[config.mk]
export PLATFORM = sky130hd
export DESIGN_NAME = lcd_9bit_spi_frame_packer_unit_flat
export DESIGN_NICKNAME = d
export VERILOG_FILES = /design/src/hw/rtl/lsfp_pkg.sv /design/src/hw/rtl/lsfp_if.sv /design/src/hw/rtl/lsfp_cfg.sv /design/src/hw/rtl/lsfp_front.sv /design/src/hw/rtl/lsfp_back.sv /design/src/hw/rtl/lcd_9bit_spi_frame_packer_unit.sv /design/src/flat_wrapper.sv
export SDC_FILE = /design/constraint.sdc
export NUM_CORES = 1
export LEC_CHECK = 0
export BUFFER_PORTS_ARGS = -buffer_cell sky130_fd_sc_hd__buf_4
export CAP_MARGIN = 10
export CORE_MARGIN = 3
export CORE_UTILIZATION = 45
export CTS_CLUSTER_SIZE = 24
export DETAILED_ROUTE_END_ITERATION = 10
export PLACE_DENSITY = 0.75
export REMOVE_ABC_BUFFERS = 1
export SLEW_MARGIN = 10
export SYNTH_ARGS = -nofsm -noshare
export SYNTH_HDL_FRONTEND = slang
export SYNTH_SLANG_ARGS = --single-unit
[constraint.sdc]
create_clock -name clk -period 7.95 [get_ports clk]
set_clock_uncertainty 0.15 [all_clocks]
set_input_delay 0.795 -clock clk [delete_from_list [all_inputs] [get_ports clk]]
set_output_delay 0.795 -clock clk [all_outputs]
set_load 0.02 [all_outputs]
[src/hw/rtl/lsfp_pkg.sv]
// ----------------------------------------------------------------------------
// lsfp_pkg
// Shared types and constants for the 9-bit SPI LCD frame packer.
// ----------------------------------------------------------------------------
package lsfp_pkg;

  // APB address width: two 32-bit registers at byte addresses 0 and 4
  localparam int PADDR_W = 3;

  // register index codes (paddr[2])
  localparam logic REG_COLUMN_WINDOW = 1'b0;
  localparam logic REG_ROW_WINDOW    = 1'b1;

  localparam logic [31:0] COLUMN_WINDOW_RST = 32'd239;
  localparam logic [31:0] ROW_WINDOW_RST    = 32'd319;

  // display commands
  localparam logic [7:0] CMD_CASET = 8'h2A;
  localparam logic [7:0] CMD_RASET = 8'h2B;
  localparam logic [7:0] CMD_RAMWR = 8'h2C;
  localparam logic [7:0] CMD_NOP   = 8'h00;

  // D/C flag of a symbol
  localparam logic DC_CMD  = 1'b0;
  localparam logic DC_DATA = 1'b1;

  // symbol positions within one item
  typedef logic [3:0] sym_idx_t;
  localparam sym_idx_t IDX_CASET = 4'd0;
  localparam sym_idx_t IDX_COL3  = 4'd1;
  localparam sym_idx_t IDX_COL2  = 4'd2;
  localparam sym_idx_t IDX_COL1  = 4'd3;
  localparam sym_idx_t IDX_COL0  = 4'd4;
  localparam sym_idx_t IDX_RASET = 4'd5;
  localparam sym_idx_t IDX_ROW3  = 4'd6;
  localparam sym_idx_t IDX_ROW2  = 4'd7;
  localparam sym_idx_t IDX_ROW1  = 4'd8;
  localparam sym_idx_t IDX_ROW0  = 4'd9;
  localparam sym_idx_t IDX_RAMWR = 4'd10;
  localparam sym_idx_t IDX_PIX0  = 4'd11;
  localparam sym_idx_t IDX_PIX1  = 4'd12;
  localparam sym_idx_t IDX_PIX2  = 4'd13;
  localparam sym_idx_t IDX_PIX3  = 4'd14;
  localparam sym_idx_t IDX_NOP   = 4'd15;

  // classified item as it travels through the queue
  typedef struct packed {
    logic [31:0] pixel_word;
    logic        last_word;
    sym_idx_t    start_idx;
  } lsfp_job_t;

  typedef struct packed {
    logic [31:0] column_window;
    logic [31:0] row_window;
  } lsfp_cfg_t;

endpackage

[src/hw/rtl/lsfp_if.sv]
// ----------------------------------------------------------------------------
// lsfp_in_if / lsfp_out_if
// Valid/ready channels for pixel items in and packed bytes out.
// ----------------------------------------------------------------------------
interface lsfp_in_if;
  logic        valid;
  logic        ready;
  logic [31:0] pixel_word;
  logic        first_word;
  logic        last_word;

  modport source (output valid, pixel_word, first_word, last_word, input ready);
  modport sink   (input valid, pixel_word, first_word, last_word, output ready);
endinterface

interface lsfp_out_if;
  logic       valid;
  logic       ready;
  logic [7:0] out_byte;
  logic       frame_end;

  modport source (output valid, out_byte, frame_end, input ready);
  modport sink   (input valid, out_byte, frame_end, output ready);
endinterface

[src/hw/rtl/lsfp_cfg.sv]
// ----------------------------------------------------------------------------
// lsfp_cfg
// APB register file holding the column and row window registers.
// ----------------------------------------------------------------------------
module lsfp_cfg
  import lsfp_pkg::*;
(
  input  logic               clk,
  input  logic               rst,
  input  logic               psel,
  input  logic               penable,
  input  logic               pwrite,
  input  logic [PADDR_W-1:0] paddr,
  input  logic [31:0]        pwdata,
  output logic [31:0]        prdata,
  output logic               pready,
  output lsfp_cfg_t          cfg
);

  logic wr_en;

  assign pready = 1'b1;
  assign wr_en  = psel && penable && pwrite && pready;

  always_ff @(posedge clk) begin
    if (rst) begin
      cfg.column_window <= COLUMN_WINDOW_RST;
      cfg.row_window    <= ROW_WINDOW_RST;
    end else if (wr_en) begin
      case (paddr[2])
        REG_COLUMN_WINDOW: cfg.column_window <= pwdata;
        REG_ROW_WINDOW:    cfg.row_window    <= pwdata;
        default: ;
      endcase
    end
  end

  always_comb begin
    case (paddr[2])
      REG_COLUMN_WINDOW: prdata = cfg.column_window;
      REG_ROW_WINDOW:    prdata = cfg.row_window;
      default:           prdata = '0;
    endcase
  end

endmodule

[src/hw/rtl/lsfp_front.sv]
// ----------------------------------------------------------------------------
// lsfp_front
// Accept items, classify them by first symbol, and queue them (two entries).
// ----------------------------------------------------------------------------
module lsfp_front
  import lsfp_pkg::*;
(
  input  logic        clk,
  input  logic        rst,
  lsfp_in_if.sink     in_ch,
  output logic        q_valid,
  output lsfp_job_t   q_job,
  input  logic        q_ready
);

  lsfp_job_t  mem [2];
  logic       wr_ptr;
  logic       rd_ptr;
  logic [1:0] count;
  logic       push;
  logic       pop;
  lsfp_job_t  job_in;

  assign in_ch.ready = (count != 2'd2);
  assign push        = in_ch.valid && in_ch.ready;
  assign pop         = q_valid && q_ready;
  assign q_valid     = (count != 2'd0);
  assign q_job       = mem[rd_ptr];

  // a frame start begins at the window header, any other item at its pixel data
  always_comb begin
    job_in.pixel_word = in_ch.pixel_word;
    job_in.last_word  = in_ch.last_word;
    job_in.start_idx  = in_ch.first_word ? IDX_CASET : IDX_PIX0;
  end

  always_ff @(posedge clk) begin
    if (push) begin
      mem[wr_ptr] <= job_in;
    end
  end

  always_ff @(posedge clk) begin
    if (rst) begin
      wr_ptr <= 1'b0;
      rd_ptr <= 1'b0;
      count  <= 2'd0;
    end else begin
      if (push) begin
        wr_ptr <= ~wr_ptr;
      end
      if (pop) begin
        rd_ptr <= ~rd_ptr;
      end
      case ({push, pop})
        2'b10:   count <= count + 2'd1;
        2'b01:   count <= count - 2'd1;
        default: count <= count;
      endcase
    end
  end

endmodule

[src/hw/rtl/lsfp_back.sv]
// ----------------------------------------------------------------------------
// lsfp_back
// Walk the symbols of each queued item and pack them into bytes.
// ----------------------------------------------------------------------------
module lsfp_back
  import lsfp_pkg::*;
(
  input  logic        clk,
  input  logic        rst,
  input  lsfp_cfg_t   cfg,
  input  logic        q_valid,
  input  lsfp_job_t   q_job,
  output logic        q_ready,
  lsfp_out_if.source  out_ch
);

  // sequencer
  sym_idx_t    idx;
  logic        active;
  sym_idx_t    cur_idx;
  logic [8:0]  sym;
  logic        job_end;
  logic        push;

  // bit accumulator: pending bits right-aligned in acc, cnt of them valid
  logic [15:0] acc;
  logic [4:0]  cnt;
  logic        flush;
  logic [15:0] acc_next;
  logic [4:0]  cnt_next;
  logic [4:0]  base_cnt;
  logic        cnt_ge8;

  // output register
  logic        out_valid;
  logic [7:0]  out_byte;
  logic        frame_end;
  logic        out_free;
  logic        emit;
  logic [7:0]  emit_byte;
  logic        emit_end;
  logic [3:0]  shr;
  logic [3:0]  shl;
  logic [15:0] acc_shr;
  logic [15:0] acc_shl;

  assign out_ch.valid     = out_valid;
  assign out_ch.out_byte  = out_byte;
  assign out_ch.frame_end = frame_end;

  assign cur_idx = active ? idx : q_job.start_idx;

  always_comb begin
    case (cur_idx)
      IDX_CASET: sym = {DC_CMD,  CMD_CASET};
      IDX_COL3:  sym = {DC_DATA, cfg.column_window[31:24]};
      IDX_COL2:  sym = {DC_DATA, cfg.column_window[23:16]};
      IDX_COL1:  sym = {DC_DATA, cfg.column_window[15:8]};
      IDX_COL0:  sym = {DC_DATA, cfg.column_window[7:0]};
      IDX_RASET: sym = {DC_CMD,  CMD_RASET};
      IDX_ROW3:  sym = {DC_DATA, cfg.row_window[31:24]};
      IDX_ROW2:  sym = {DC_DATA, cfg.row_window[23:16]};
      IDX_ROW1:  sym = {DC_DATA, cfg.row_window[15:8]};
      IDX_ROW0:  sym = {DC_DATA, cfg.row_window[7:0]};
      IDX_RAMWR: sym = {DC_CMD,  CMD_RAMWR};
      IDX_PIX0:  sym = {DC_DATA, q_job.pixel_word[15:8]};
      IDX_PIX1:  sym = {DC_DATA, q_job.pixel_word[7:0]};
      IDX_PIX2:  sym = {DC_DATA, q_job.pixel_word[31:24]};
      IDX_PIX3:  sym = {DC_DATA, q_job.pixel_word[23:16]};
      IDX_NOP:   sym = {DC_CMD,  CMD_NOP};
      default:   sym = {DC_CMD,  CMD_NOP};
    endcase
  end

  assign job_end = (cur_idx == IDX_NOP) || ((cur_idx == IDX_PIX3) && !q_job.last_word);

  // byte extraction: a whole byte from the top of the pending bits, or the
  // zero-padded remainder while flushing the end of a frame
  assign out_free = !out_valid || out_ch.ready;
  assign cnt_ge8  = (cnt >= 5'd8);
  assign emit     = out_free && (cnt_ge8 || (flush && (cnt != 5'd0)));
  assign shr      = 4'(cnt - 5'd8);
  assign shl      = 4'(5'd8 - cnt);
  assign acc_shr  = acc >> shr;
  assign acc_shl  = acc << shl;
  assign emit_byte = cnt_ge8 ? acc_shr[7:0] : acc_shl[7:0];
  assign emit_end  = flush && (!cnt_ge8 || (cnt == 5'd8));

  always_comb begin
    if (emit) begin
      base_cnt = cnt_ge8 ? 5'(cnt - 5'd8) : 5'd0;
    end else begin
      base_cnt = cnt;
    end
  end

  // take a symbol only when fewer than a byte of bits stays pending
  assign push    = q_valid && !flush && (base_cnt <= 5'd7);
  assign q_ready = push && job_end;

  always_comb begin
    acc_next = acc;
    cnt_next = base_cnt;
    if (push) begin
      if (cur_idx == IDX_CASET) begin
        // new frame: drop leftover bits of an unterminated frame
        acc_next = {7'd0, sym};
        cnt_next = 5'd9;
      end else begin
        acc_next = {acc[6:0], sym};
        cnt_next = base_cnt + 5'd9;
      end
    end
  end

  always_ff @(posedge clk) begin
    if (rst) begin
      idx    <= IDX_CASET;
      active <= 1'b0;
      acc    <= '0;
      cnt    <= '0;
      flush  <= 1'b0;
    end else begin
      acc <= acc_next;
      cnt <= cnt_next;
      if (push) begin
        idx    <= sym_idx_t'(cur_idx + 4'd1);
        active <= !job_end;
      end
      if (push && (cur_idx == IDX_NOP)) begin
        flush <= 1'b1;
      end else if (emit && emit_end) begin
        flush <= 1'b0;
      end
    end
  end

  always_ff @(posedge clk) begin
    if (rst) begin
      out_valid <= 1'b0;
    end else if (emit) begin
      out_valid <= 1'b1;
    end else if (out_ch.ready) begin
      out_valid <= 1'b0;
    end
  end

  always_ff @(posedge clk) begin
    if (emit) begin
      out_byte  <= emit_byte;
      frame_end <= emit_end;
    end
  end

endmodule

[src/hw/rtl/lcd_9bit_spi_frame_packer_unit.sv]
// ----------------------------------------------------------------------------
// lcd_9bit_spi_frame_packer_unit
// Packs pixel words into a three-wire 9-bit SPI byte stream with window
// header, write-memory command, trailing zero command and byte padding.
// ----------------------------------------------------------------------------
//
//  channel  dir  handshake              payload
//  -------  ---  ---------------------  --------------------------------------
//  in_ch    in   valid/ready            pixel_word[31:0], first_word, last_word
//  out_ch   out  valid/ready            out_byte[7:0], frame_end
//  apb      in   psel/penable, pready   paddr[2:0], pwdata/prdata[31:0]
//
//  Flow: one output byte per clock at most, set by the byte-wide output
//  register; a plain item is four symbols (36 bits). A frame start adds 11
//  header symbols, a frame end one command symbol plus a flush that drains
//  the last two bytes, zero-padding the final one where needed; no symbol is
//  taken during the flush.
//  Reset: synchronous, active high; clears the queue, the pending bits and the
//  output valid, and loads the window registers with 239 and 319.
//  Stalls: a two-entry queue sits between intake and packing, so items are
//  taken while bytes wait on out_ch until it fills; then intake stalls too.
//
module lcd_9bit_spi_frame_packer_unit
  import lsfp_pkg::*;
(
  input  logic               clk,
  input  logic               rst,
  lsfp_in_if.sink            in_ch,
  lsfp_out_if.source         out_ch,
  input  logic               psel,
  input  logic               penable,
  input  logic               pwrite,
  input  logic [PADDR_W-1:0] paddr,
  input  logic [31:0]        pwdata,
  output logic [31:0]        prdata,
  output logic               pready
);

  lsfp_cfg_t cfg;
  logic      q_valid;
  logic      q_ready;
  lsfp_job_t q_job;

  // window registers; the user must write them only while the packer is idle (not enforced)
  lsfp_cfg u_cfg (
    .clk     (clk),
    .rst     (rst),
    .psel    (psel),
    .penable (penable),
    .pwrite  (pwrite),
    .paddr   (paddr),
    .pwdata  (pwdata),
    .prdata  (prdata),
    .pready  (pready),
    .cfg     (cfg)
  );

  // intake: tag each item with its first symbol and hold it in the queue
  lsfp_front u_front (
    .clk     (clk),
    .rst     (rst),
    .in_ch   (in_ch),
    .q_valid (q_valid),
    .q_job   (q_job),
    .q_ready (q_ready)
  );

  // packing: one byte out per cycle at most; pops an item on its last symbol
  lsfp_back u_back (
    .clk     (clk),
    .rst     (rst),
    .cfg     (cfg),
    .q_valid (q_valid),
    .q_job   (q_job),
    .q_ready (q_ready),
    .out_ch  (out_ch)
  );

endmodule

[src/flat_wrapper.sv]
// flat-port wrapper written by rule: the top's interface ports become plain ports
module lcd_9bit_spi_frame_packer_unit_flat import lsfp_pkg::*;
  (clk, rst, psel, penable, pwrite, paddr, pwdata, prdata, pready, in_ch_valid, in_ch_pixel_word, in_ch_first_word, in_ch_last_word, in_ch_ready, out_ch_valid, out_ch_out_byte, out_ch_frame_end, out_ch_ready);
  lsfp_in_if in_ch_i ();
  lsfp_out_if out_ch_i ();
  input  logic clk;
  input  logic rst;
  input  logic psel;
  input  logic penable;
  input  logic pwrite;
  input  logic [PADDR_W-1:0] paddr;
  input  logic [31:0] pwdata;
  output logic [31:0] prdata;
  output logic pready;
  input wire logic [$bits(in_ch_i.valid)-1:0] in_ch_valid;
  input wire logic [$bits(in_ch_i.pixel_word)-1:0] in_ch_pixel_word;
  input wire logic [$bits(in_ch_i.first_word)-1:0] in_ch_first_word;
  input wire logic [$bits(in_ch_i.last_word)-1:0] in_ch_last_word;
  output wire logic [$bits(in_ch_i.ready)-1:0] in_ch_ready;
  output wire logic [$bits(out_ch_i.valid)-1:0] out_ch_valid;
  output wire logic [$bits(out_ch_i.out_byte)-1:0] out_ch_out_byte;
  output wire logic [$bits(out_ch_i.frame_end)-1:0] out_ch_frame_end;
  input wire logic [$bits(out_ch_i.ready)-1:0] out_ch_ready;
  assign in_ch_i.valid = in_ch_valid;
  assign in_ch_i.pixel_word = in_ch_pixel_word;
  assign in_ch_i.first_word = in_ch_first_word;
  assign in_ch_i.last_word = in_ch_last_word;
  assign in_ch_ready = in_ch_i.ready;
  assign out_ch_valid = out_ch_i.valid;
  assign out_ch_out_byte = out_ch_i.out_byte;
  assign out_ch_frame_end = out_ch_i.frame_end;
  assign out_ch_i.ready = out_ch_ready;
  lcd_9bit_spi_frame_packer_unit u_core (.clk(clk), .rst(rst), .in_ch(in_ch_i), .out_ch(out_ch_i), .psel(psel), .penable(penable), .pwrite(pwrite), .paddr(paddr), .pwdata(pwdata), .prdata(prdata), .pready(pready));
endmodule
After elaboration in Yosys (flattened, before gate mapping)
Memory sizes are Yosys's and may differ from the RTL's. A register that Yosys moved wholly into a read port is not among the register bits.
Index checks and enable logic that the tools add are counted.
{"block": "totals", "output_inout_bits": 44, "elab_cells": 95, "rom_bits": 0, "latchBits": 0, "ram_bits": 74, "regBits": 105, "inputBits": 76, "memories": 1}
{"block": "classes", "bitwise": 3, "shifts": 2, "n_mul": 0, "n_addsub": 6, "muxes": 19, "div": 0, "eq_ne": 19, "n_reduce_logical": 30, "order_cmp": 2}
{"memory": "u_core.u_front.mem", "depth": 2, "width": 37, "read_ports": 1, "rd_clocked_by_memory_dff": 1, "wr": 1, "line_no": "lsfp_front.sv:16", "source": "lsfp_job_t mem [2];"}
{"op": "case mux 9 bit (16 select lines)", "count": 1}
{"op": "case mux 32 bit (2 select lines)", "count": 1}
{"op": "equality test 4 bit (second input constant)", "count": 8}
{"op": "two-way mux 5 bit", "count": 4}
{"op": "equality test 4 x 3 -> 1 bit (second input constant)", "count": 4}
{"op": "two-way mux 16 bit", "count": 1}
{"op": "<< shifter 16 x 4 -> 8 bit", "count": 1}
{"op": "right shift 16 x 4 -> 8 bit", "count": 1}
{"op": "logical AND 1 bit", "count": 13}
{"op": "equality test 4 x 2 -> 1 bit (second input constant)", "count": 2}
{"op": "two-way mux 1 bit", "count": 8}
{"op": "two-way mux 4 bit", "count": 2}
{"op": "two-way mux 8 bit", "count": 1}
{"op": "nonzero test 2 bit", "count": 4}
{"op": "adder 5 x 4 -> 5 bit (second input constant)", "count": 1}
{"op": "equality test 5 x 4 -> 1 bit (second input constant)", "count": 1}
{"op": "greater-or-equal comparator 5 x 4 -> 1 bit (second input constant)", "count": 1}
{"op": "<= comparator 5 x 3 -> 1 bit (second input constant)", "count": 1}
{"op": "logical NOT 1 bit", "count": 5}
{"op": "nonzero test 5 bit", "count": 1}
{"op": "subtractor 5 x 4 -> 5 bit (second input constant)", "count": 1}
{"op": "adder 4 x 1 -> 4 bit (second input constant)", "count": 1}
{"op": "equality test 4 x 1 -> 1 bit (second input constant)", "count": 1}
{"op": "logical NOT 4 bit", "count": 1}
{"op": "other kinds (10)", "count": 16}

Logic depth before layout (Yosys ltp)
Gate-level depths: netlist of the first run.
{"block": "depth", "ltp_word": 11, "mapped_depth": 15, "mapped_depth_nobuf": 13}

Modules after synthesis
A second synthesis of the first run with hierarchy kept.
{"block": "hier_totals", "hier_cells": 820, "area_unflattened_um2": 8977.4}
{"module": "lsfp_back", "area_each_um2": 3254.4, "n_inst": 1, "seq_area_each_um2": 830.8, "cells_per_inst": 398}
{"module": "lsfp_cfg", "area_each_um2": 3025.4, "n_inst": 1, "seq_area_each_um2": 1281.2, "cells_per_inst": 287}
{"module": "lsfp_front", "area_each_um2": 2697.6, "n_inst": 1, "seq_area_each_um2": 2142.1, "cells_per_inst": 135}

Worst setup path before layout of the first run
No wires, ideal clock.
{"block": "synth_timing", "path_type": "reg-to-reg", "from": "register u_core.u_back.cnt[1]", "to": "register u_core.u_front.count[1]", "path_slack_ns": 4.784, "stages_incl_launch_ff": 15, "synth_period_minus_slack_ns": 3.166, "required_time_ns": 7.730, "setup_time_ns": 0.070, "arrival_time_ns": 2.945, "path_cell_list": "dfxtp_1 > clkbuf_1 > clkbuf_1 > inv_1 > ha_1 > nand2b_1 > nand2_1 > o21a_1 > ha_1 > nand4b_1 > o2111ai_2 > nor3_2 > ha_1 > or3_1 > a21oi_1"}
{"block": "synth_between", "elab_chain_cells": 11, "elab_cells_between_ends": 16, "classes_between": "add/sub (1); order compare (2); eq/ne (2); mux (3); reduce/logical (8)"}
{"item": "start: declaration", "line_no": "lsfp_back.sv:27", "source": "logic [4:0] cnt;"}
{"item": "start signal: assignment", "line_no": "lsfp_back.sv:125", "source": "cnt <= cnt_next;"}
{"item": "branches (longest 4 deep; another with subtractor 5 x 4 -> 5 bit)"}
{"item": "two-way mux 5 bit (*)", "line_no": "lsfp_back.sv:90", "source": "if (emit) begin"}
{"item": "<= comparator 5 x 3 -> 1 bit (*)", "line_no": "lsfp_back.sv:98", "source": "assign push = q_valid && !flush && (base_cnt <= 5'd7);"}
{"item": "logical AND 1 bit (*)", "line_no": "lsfp_back.sv:98"}
{"item": "logical AND 1 bit (*)", "line_no": "lsfp_back.sv:99", "source": "assign q_ready = push && job_end;"}
{"item": "logical AND 1 bit (*)", "line_no": "lsfp_front.sv:26", "source": "assign pop = q_valid && q_ready;"}
{"item": "net u_core.u_front.pop", "line_no": "lsfp_front.sv:21", "source": "logic pop;"}
{"item": "equality test 2 x 1 -> 1 bit / equality test 2 bit (equally long branches)", "line_no": "lsfp_front.sv:55", "source": "case ({push, pop})"}
{"item": "case mux 2 bit (2 select lines) / nonzero test 2 bit (equally long branches)"}
{"item": "end signal: assignment", "line_no": "lsfp_front.sv:56", "source": "2'b10: count <= count + 2'd1;"}
{"item": "end signal: assignment", "line_no": "lsfp_front.sv:57", "source": "2'b01: count <= count - 2'd1;"}
{"item": "end signal: assignment", "line_no": "lsfp_front.sv:58", "source": "default: count <= count;"}
{"item": "end: declaration", "line_no": "lsfp_front.sv:19", "source": "logic [1:0] count;"}
Mark *: on every way through the listed nets, which the timed path passes.
A chain may end at the register's enable or synchronous reset.

==> flow_summary_export.csv, run 1 <==
group,metric,value,unit
cts,cts_sinks,174,
drt,post_drt_wl_per_cell,19.3,um
pwr,clkPwrFrac,35.7,%
global_routing,grt_max_degree,101,
critical_path,crit_buf_inv,2,
die,core_area,19000,sq um
hold_path,holdCritPathClass,"reg2reg",
outcome,status,"completed",
cts,cts_root_buf,"clkbuf_16",
drt,routed-via-count,7247,
synth,postSynthCellCount,893,
cts,cts_repair_resize_count,0,
critical_path,path_class,"reg2reg",
die,num_rows,50,
synth,ys_seq_area_share,48.3,%
timing,finalSetupViolCount,0,
cells_and_area,layout.nets,1053,
cells_and_area,antenna_cells,0,
drt,drc,0,
drt,wl_met3,1.76,mm
placement,numPortBuffers,116,
die,die_y,146,um
drt,via_per_inst,5.83,
critical_path,cp-end-kind,"flop",
synth,ys_types,77,
critical_path,critPathArrivalTime,4520,ps
cts,cts_hold_buf,0,
critical_path,start_kind,"flop",
cts,cts_made_buffers,17,
synth,synthArstFlopShare,0,%
pwr,ir_drop,0.169,mV
die,pin_count,120,
drt,drt_iter0_drc,813,
synth,syn_area_per_cell,9.87,sq um
pwr,p_switching,735,uW
global_routing,grt_pass1_wl,38.1,mm
critical_path,path_max_fanout,35,
placement,place_congestion,0.945,
cts,clk_latency,440,ps
drt,route.met2.wl,11.8,mm
global_routing,grt_antenna_before_repair,0,
global_routing,overflow,0,
critical_path,slowest_stage,"ha_1",
pwr,total_power,2.36,mW
pwr,p_seq_share,44.3,%
pwr,p_leak,3.79,nW
synth,yosysWarnings,0,
critical_path,worstPathRequired,8140,ps
cts,tritoncts,"done",
timing,finalHoldViolCount,0,
flow_run,maxCapViolCount,0,
drt,drt-total-wl,24.0,mm
critical_path,crit_top_cell,"nand2_1",
die,dieWidth,146,um
die,die_area,21300,sq um
cts,htree_levels,4,
drt,first_pass_iters,6,
hold_path,hp-start,"u_core.u_cfg.cfg[9]$_SDFFE_PP0P_",
synth,synth_edf_count,77,
placement,dp_hpwl,15.5,mm
cts,clockBufferDepth,2,
timing,rsz0062_at_grt,"no",
timing,max_freq,231,MHz
cells_and_area,nFillCells,1707,
synth,synth_top_cell_by_area,"edfxtp_1",
synth,synth_area_leaders,"edfxtp_1, dfxtp_1, nand2_1",
cells_and_area,final_layout_size_suffix_gt1_share,23.9,%
synth,synth_top_area_share,26.2,%
pwr,switching_share,31.1,%
timing,relSlewSlack,27.7,%
timing,fin_crit_sh,54.5,%
pwr,p_int,1.63,mW
timing,worst_pin_slew,1080,ps
timing,tns,0,ps
pwr,power.density,227,nW/um^2
synth,synth_ff_type,"dfxtp_1",
drt,ant_nets,0,
cells_and_area,post-route-util,54.8,%
drt,top_layer,"met4",
die,initial_core_util,46.5,%
cts,cts_setup_buffers,0,
global_routing,grt_pass1_vias,7077,
critical_path,critPathMaxStageDelay,870,ps
critical_path,path_cells,"buf_4, mux2i_1, nand2_1, o21ai_0, ha_1, clkinv_1, o22ai_1, nand2_1, a311o_1, o32ai_1",
cts,path_clk_slew,70,ps
timing,period_needed,4330,ps
synth,syn-cell-area,8810,sq um
cells_and_area,area_growth,17.8,%
global_routing,grtUsageTotal,22.2,%
pwr,p_comb_share,20.0,%
drt,met1_length,9.98,mm
timing,maxSlewViolCount,0,
timing,holdWs,324,ps
critical_path,path_delay_family,"buffers and inverters",
synth,ys_ff_latch,174,
==> sequential cells by signal (all words and copies together) (netlist names), 2 cells and up, named ones only <==
name	cells
u_core.u_front.mem	68
u_core.u_back.cnt	5
u_core.u_back.acc	16
u_core.u_cfg.cfg	64
u_core.u_front.count	2
u_core.u_back.idx	4
u_core.u_back.out_ch.out_byte	8
==> cell usage after synthesis (all sizes together) (7+ instances only) <==
| master | n |
|---|---|
| nor2 | 38 |
| mux2 | 52 |
| o21ai | 28 |
| a221oi | 9 |
| nand3 | 23 |
| buf | 34 |
| clkbuf | 36 |
| nand2 | 184 |
| a21oi | 72 |
| mux2i | 49 |
| inv | 12 |
| dfxtp | 97 |
| o22ai | 11 |
| nand2b | 8 |
| edfxtp | 77 |
| nand3b | 17 |
| a211oi | 10 |
| a2bb2oi | 7 |
| a22oi | 10 |
| a31oi | 8 |
| ha | 7 |
==> cell usage in the layout, fill, tap and decap left out, drive strengths merged, types with 5 or more instances in the layout <==
cell type	count
nand2	184
nand2b	8
mux2	52
o22ai	11
a21o	6
inv	20
nand3	23
o21ai	28
a211oi	10
a2bb2oi	7
o211ai	5
nor2b	6
buf	128
nand3b	17
a221oi	9
clkbuf	17
edfxtp	77
a22oi	10
nor3	5
ha	7
dfxtp	97
a31oi	8
and3	5
mux4	6
nor2	38
mux2i	49
a21oi	72
==> cell type report <==
class	instances	area, sq um	area share [%]
Clock buffer	17	425	4.10
Timing Repair Buffer	128	961	9.25
Multi-Input combinational cell	636	4200	40.4
Tap cell	260	325	3.13
Clock inverter	15	170	1.64
Sequential cell	174	4260	41.0
Inverter	13	48.8	0.470
==> kinds of logic after synthesis <==
group | share of synthesized area (%)
AO/OA/AOI/OAI | 16.8
XOR/XNOR | 0.596
adder cells (fa/ha/maj) | 0.994
buffers and inverters | 4.30
flip-flops | 48.3
multiplexers | 13.8
other | 0.0425
AND/OR/NAND/NOR | 15.2
==> worst reg2reg max path: cells and delay by family, from the launching register on <==
family | cells | cell delay (ps)
buffers and inverters | 2 | 1130
AO/OA/AOI/OAI | 4 | 920
adder cells (fa/ha/maj) | 1 | 870
multiplexers | 1 | 540
AND/OR/NAND/NOR | 2 | 320
flip-flops | 1 | 310
==> path summary, 6_finish.rpt <==
path,endpoint,depth (start not counted),slack [ps]
hold reg to reg,u_core.u_cfg.cfg[9]$_SDFFE_PP0P_,2,320
setup / recovery,u_core.u_back.acc[3]$_SDFFE_PP0N_,10,3620
setup reg to reg,u_core.u_back.acc[3]$_SDFFE_PP0N_,10,3620
hold / removal,u_core.u_cfg.cfg[9]$_SDFFE_PP0P_,2,320
==> power groups by stage <==
stage | combinational [mW] | clock [mW] | sequential [mW]
2_1_floorplan | 0.282 | 0 | 1.06
3_3_place_gp | 0.458 | 0 | 1.06
3_5_place_dp | 0.465 | 0 | 1.07
4_1_cts | 0.467 | 0.851 | 1.05
5_1_grt | 0.513 | 0.886 | 1.05
6_report | 0.472 | 0.842 | 1.05
==> metrics by stage <==
stage | area (sq um) | worst slack [ps] | std cells
floorplan | 8480 | 3990 | 823
global placement | 9790 | 3840 | 1211
detailed placement | 9790 | 3710 | 1211
CTS | 10400 | 3680 | 1243
global route | 10400 | 3310 | 1243
finish | 10400 | 3620 | 1243
==> metal layers <==
layer | track usage [%] | vias to the layer above
met5 | 0 | -
met4 | 7.03 | 0
met3 | 4.30 | 36
met2 | 37.7 | 289
met1 | 28.9 | 3503
li1 | - | 3419
(Power assumes the default switching activity.)
==> run 2, diff against run 1 <==
Settings changed: ABC_AREA set to 1.
Clock period 7.95 ns to 4.08 ns, I/O delays scaled along.
==> flow_summary_export.csv, run 2 <==
group,metric,value,unit
critical_path,critPathMaxStageDelay,390,ps
synth,synthTopCellsByCount,"nand2_1, nor2_1, o21ai_0",
timing,max_freq,299,MHz
synth,yosysWarnings,0,
critical_path,path_max_fanout,34,
cts,cts_made_buffers,17,
pwr,power.density,412,nW/um^2
cts,tritoncts,"done",
drt,first_pass_iters,5,
timing,rsz0062_at_grt,"no",
drt,routed-via-count,7929,
cts,clockBufferDepth,2,
critical_path,start_kind,"flop",
placement,numPortBuffers,116,
critical_path,crit_top_cell,"inv_1",
die,initial_core_util,46.6,%
cells_and_area,layout_commonest_cell,"nand2_1",
synth,syn_area_per_cell,7.61,sq um
synth,ys_ff_latch,174,
die,pin_count,120,
cts,cts_sinks,174,
global_routing,grt_pass1_vias,7118,
placement,dp_hpwl,15.9,mm
cells_and_area,area_growth,21.4,%
pwr,p_leak,4.55,nW
placement,placedCellCount,1421,
global_routing,grtUsageTotal,22.6,%
critical_path,cp-end-kind,"flop",
timing,finalSetupViolCount,0,
cells_and_area,reg_top3,"u_core.u_front.mem x68, u_core.u_cfg.cfg x64, u_core.u_back.acc x16",
synth,ys_seq_area_share,49.9,%
pwr,ir_drop,0.287,mV
critical_path,critPathArrivalTime,3570,ps
timing,worst_pin_slew,1020,ps
synth,synth_area_leaders,"edfxtp_1, dfxtp_1, nand2_1",
critical_path,worstPathRequired,4300,ps
cts,cts_root_buf,"clkbuf_16",
global_routing,grt_pass1_wl,36.8,mm
timing,maxSlewViolCount,0,
die,die_area,20600,sq um
timing,finalHoldViolCount,0,
synth,ys_types,45,
cts,clk_latency,440,ps
cells_and_area,largest_register_ffs,68,
synth,synthArstFlopShare,0,%
die,dieWidth,144,um
timing,relSlewSlack,32.3,%
drt,ant_nets,0,
synth,postSynthCellCount,1119,
cells_and_area,largest_register,"u_core.u_front.mem",
synth,syn-cell-area,8520,sq um
flow_run,maxCapViolCount,0,
synth,synth_ff_type,"dfxtp_1",
drt,drc,0,
drt,drt-total-wl,23.2,mm
synth,synth_edf_count,77,
timing,tns,0,ps
global_routing,grt_antenna_before_repair,0,
timing,holdWs,13.9,ps
drt,via_per_inst,5.36,
synth,synth_top_area_share,27.1,%
global_routing,overflow,0,
cells_and_area,final_cell_mix,"nand2_1, nor2_1, buf_4, o21ai_0, dfxtp_1",
die,core_area,18300,sq um
synth,yosysMostFrequentCell,"nand2_1",
critical_path,path_class,"reg2reg",
critical_path,path_cells,"inv_4, nand2_2, nand3_4, inv_1, a21oi_1, ha_1, inv_1, nor2_2, a31o_2, inv_1, nor2_4, ha_1, inv_1, nand2_1, nor2_1, o21ai_0, a21oi_1",
cells_and_area,antenna_cells,0,
die,num_rows,49,
hold_path,holdCritPathClass,"in2reg",
outcome,status,"completed",
cts,htree_levels,4,
synth,synth_top_cell_by_area,"edfxtp_1",
drt,drt_iter0_drc,918,
cells_and_area,layout.nets,1319,
die,die_y,144,um
drt,post_drt_wl_per_cell,15.7,um
timing,fin_crit_sh,82.1,%
cells_and_area,post-route-util,56.6,%
timing,period_needed,3350,ps
global_routing,grt_max_degree,75,
cells_and_area,final_layout_size_suffix_gt1_share,15.1,%
cells_and_area,layout.cells.non_filler,1478,
cts,path_clk_slew,70,ps
critical_path,slowest_stage,"nor2_2",
placement,place_congestion,0.918,
run 2: cell count changes after synthesis, sizes merged, moves of 9 or more:
cell	previous run	this run
nand2	184	388
nor2	38	150
o21ai	28	106
inv	12	65
mux2	52	0
mux2i	49	0
nand3	23	49
a21oi	72	49
nand4	4	24
buf	34	16
nand3b	17	2
a221oi	9	0
a22oi	10	1
run 2: cells by family (layout without fill, tap and decap cells):
logic type | after synthesis | in the layout | synth area share [%]
AOI/OAI and AO/OA | 188 | 188 | 12.2
and+or+nand+nor | 624 | 624 | 30.5
DFF | 174 | 174 | 49.9
adders and majority gates | 7 | 7 | 1.03
buffers and inverters | 121 | 251 | 5.87
other | 1 | 1 | 0.0440
xor gates and xnor gates | 4 | 4 | 0.411
run 2: stage by stage:
| stage | setup slack [ps] | cell area, sq um | power, mW |
|---|---|---|---|
| after floorplan | 710 | 8270 | 2.43 |
| final | 731 | 10300 | 4.26 |
| after global routing | 280 | 10300 | 4.47 |
| after detailed placement | 727 | 9520 | 2.69 |
| after global placement | 798 | 9520 | 2.68 |
| after CTS | 704 | 10200 | 4.27 |
run 2: worst paths after layout:
kind | from | to | slack, ps | depth (start not counted)
hold reg to reg | u_core.u_front.count[1]$_SDFFE_PP0P_ | u_core.u_front.count[1]$_SDFFE_PP0P_ | 330 | 1
setup / recovery | flop | u_core.u_front.count[1]$_SDFFE_PP0P_ | 730 | 17
hold / removal | in_ch_pixel_word[0] | u_core.u_front.mem[0][5]$_DFFE_PP_ | 10 | 1
setup reg to reg | flop | u_core.u_front.count[1]$_SDFFE_PP0P_ | 730 | 17
run 2: what timing repair did:
action                                 in CTS  in global routing
resized for setup                           0                  0
buffers inserted                            0                  0
hold buffers                               13                 12
endpoints found under the hold margin      26                 21
run 2: critical path: cells and delay by family (launching register included):
family | cells | cell delay (ps)
AOI/OAI and AO/OA | 4 | 690
adders and majority gates | 2 | 540
buffers and inverters | 5 | 620
DFF | 1 | 350
and+or+nand+nor | 6 | 920
run 2: final cells by class:
cell class,instances,area (sq um)
clock inverter,15,146
multi-input combinational,824,3770
fill,1678,7930
tap,229,287
clock buffer,17,425
inverter,67,254
sequential,174,4250
timing repair buffer,152,1200
run 2: metal layers:
metal	part of all wire (%)	global-route usage (%)	vias up
met5	0	0	-
met4	1.6	6.14	0
met3	9.0	5.06	32
met2	47	34.8	343
met1	43	32.5	3636
li1	-	-	3918
run 2: power breakdown:
| part | internal (mW) | total, mW | switching (mW) |
|---|---|---|---|
| combinational | 0.246 | 0.683 | 0.437 |
| clock | 0.814 | 1.59 | 0.772 |
| sequential | 1.93 | 2.00 | 0.0693 |
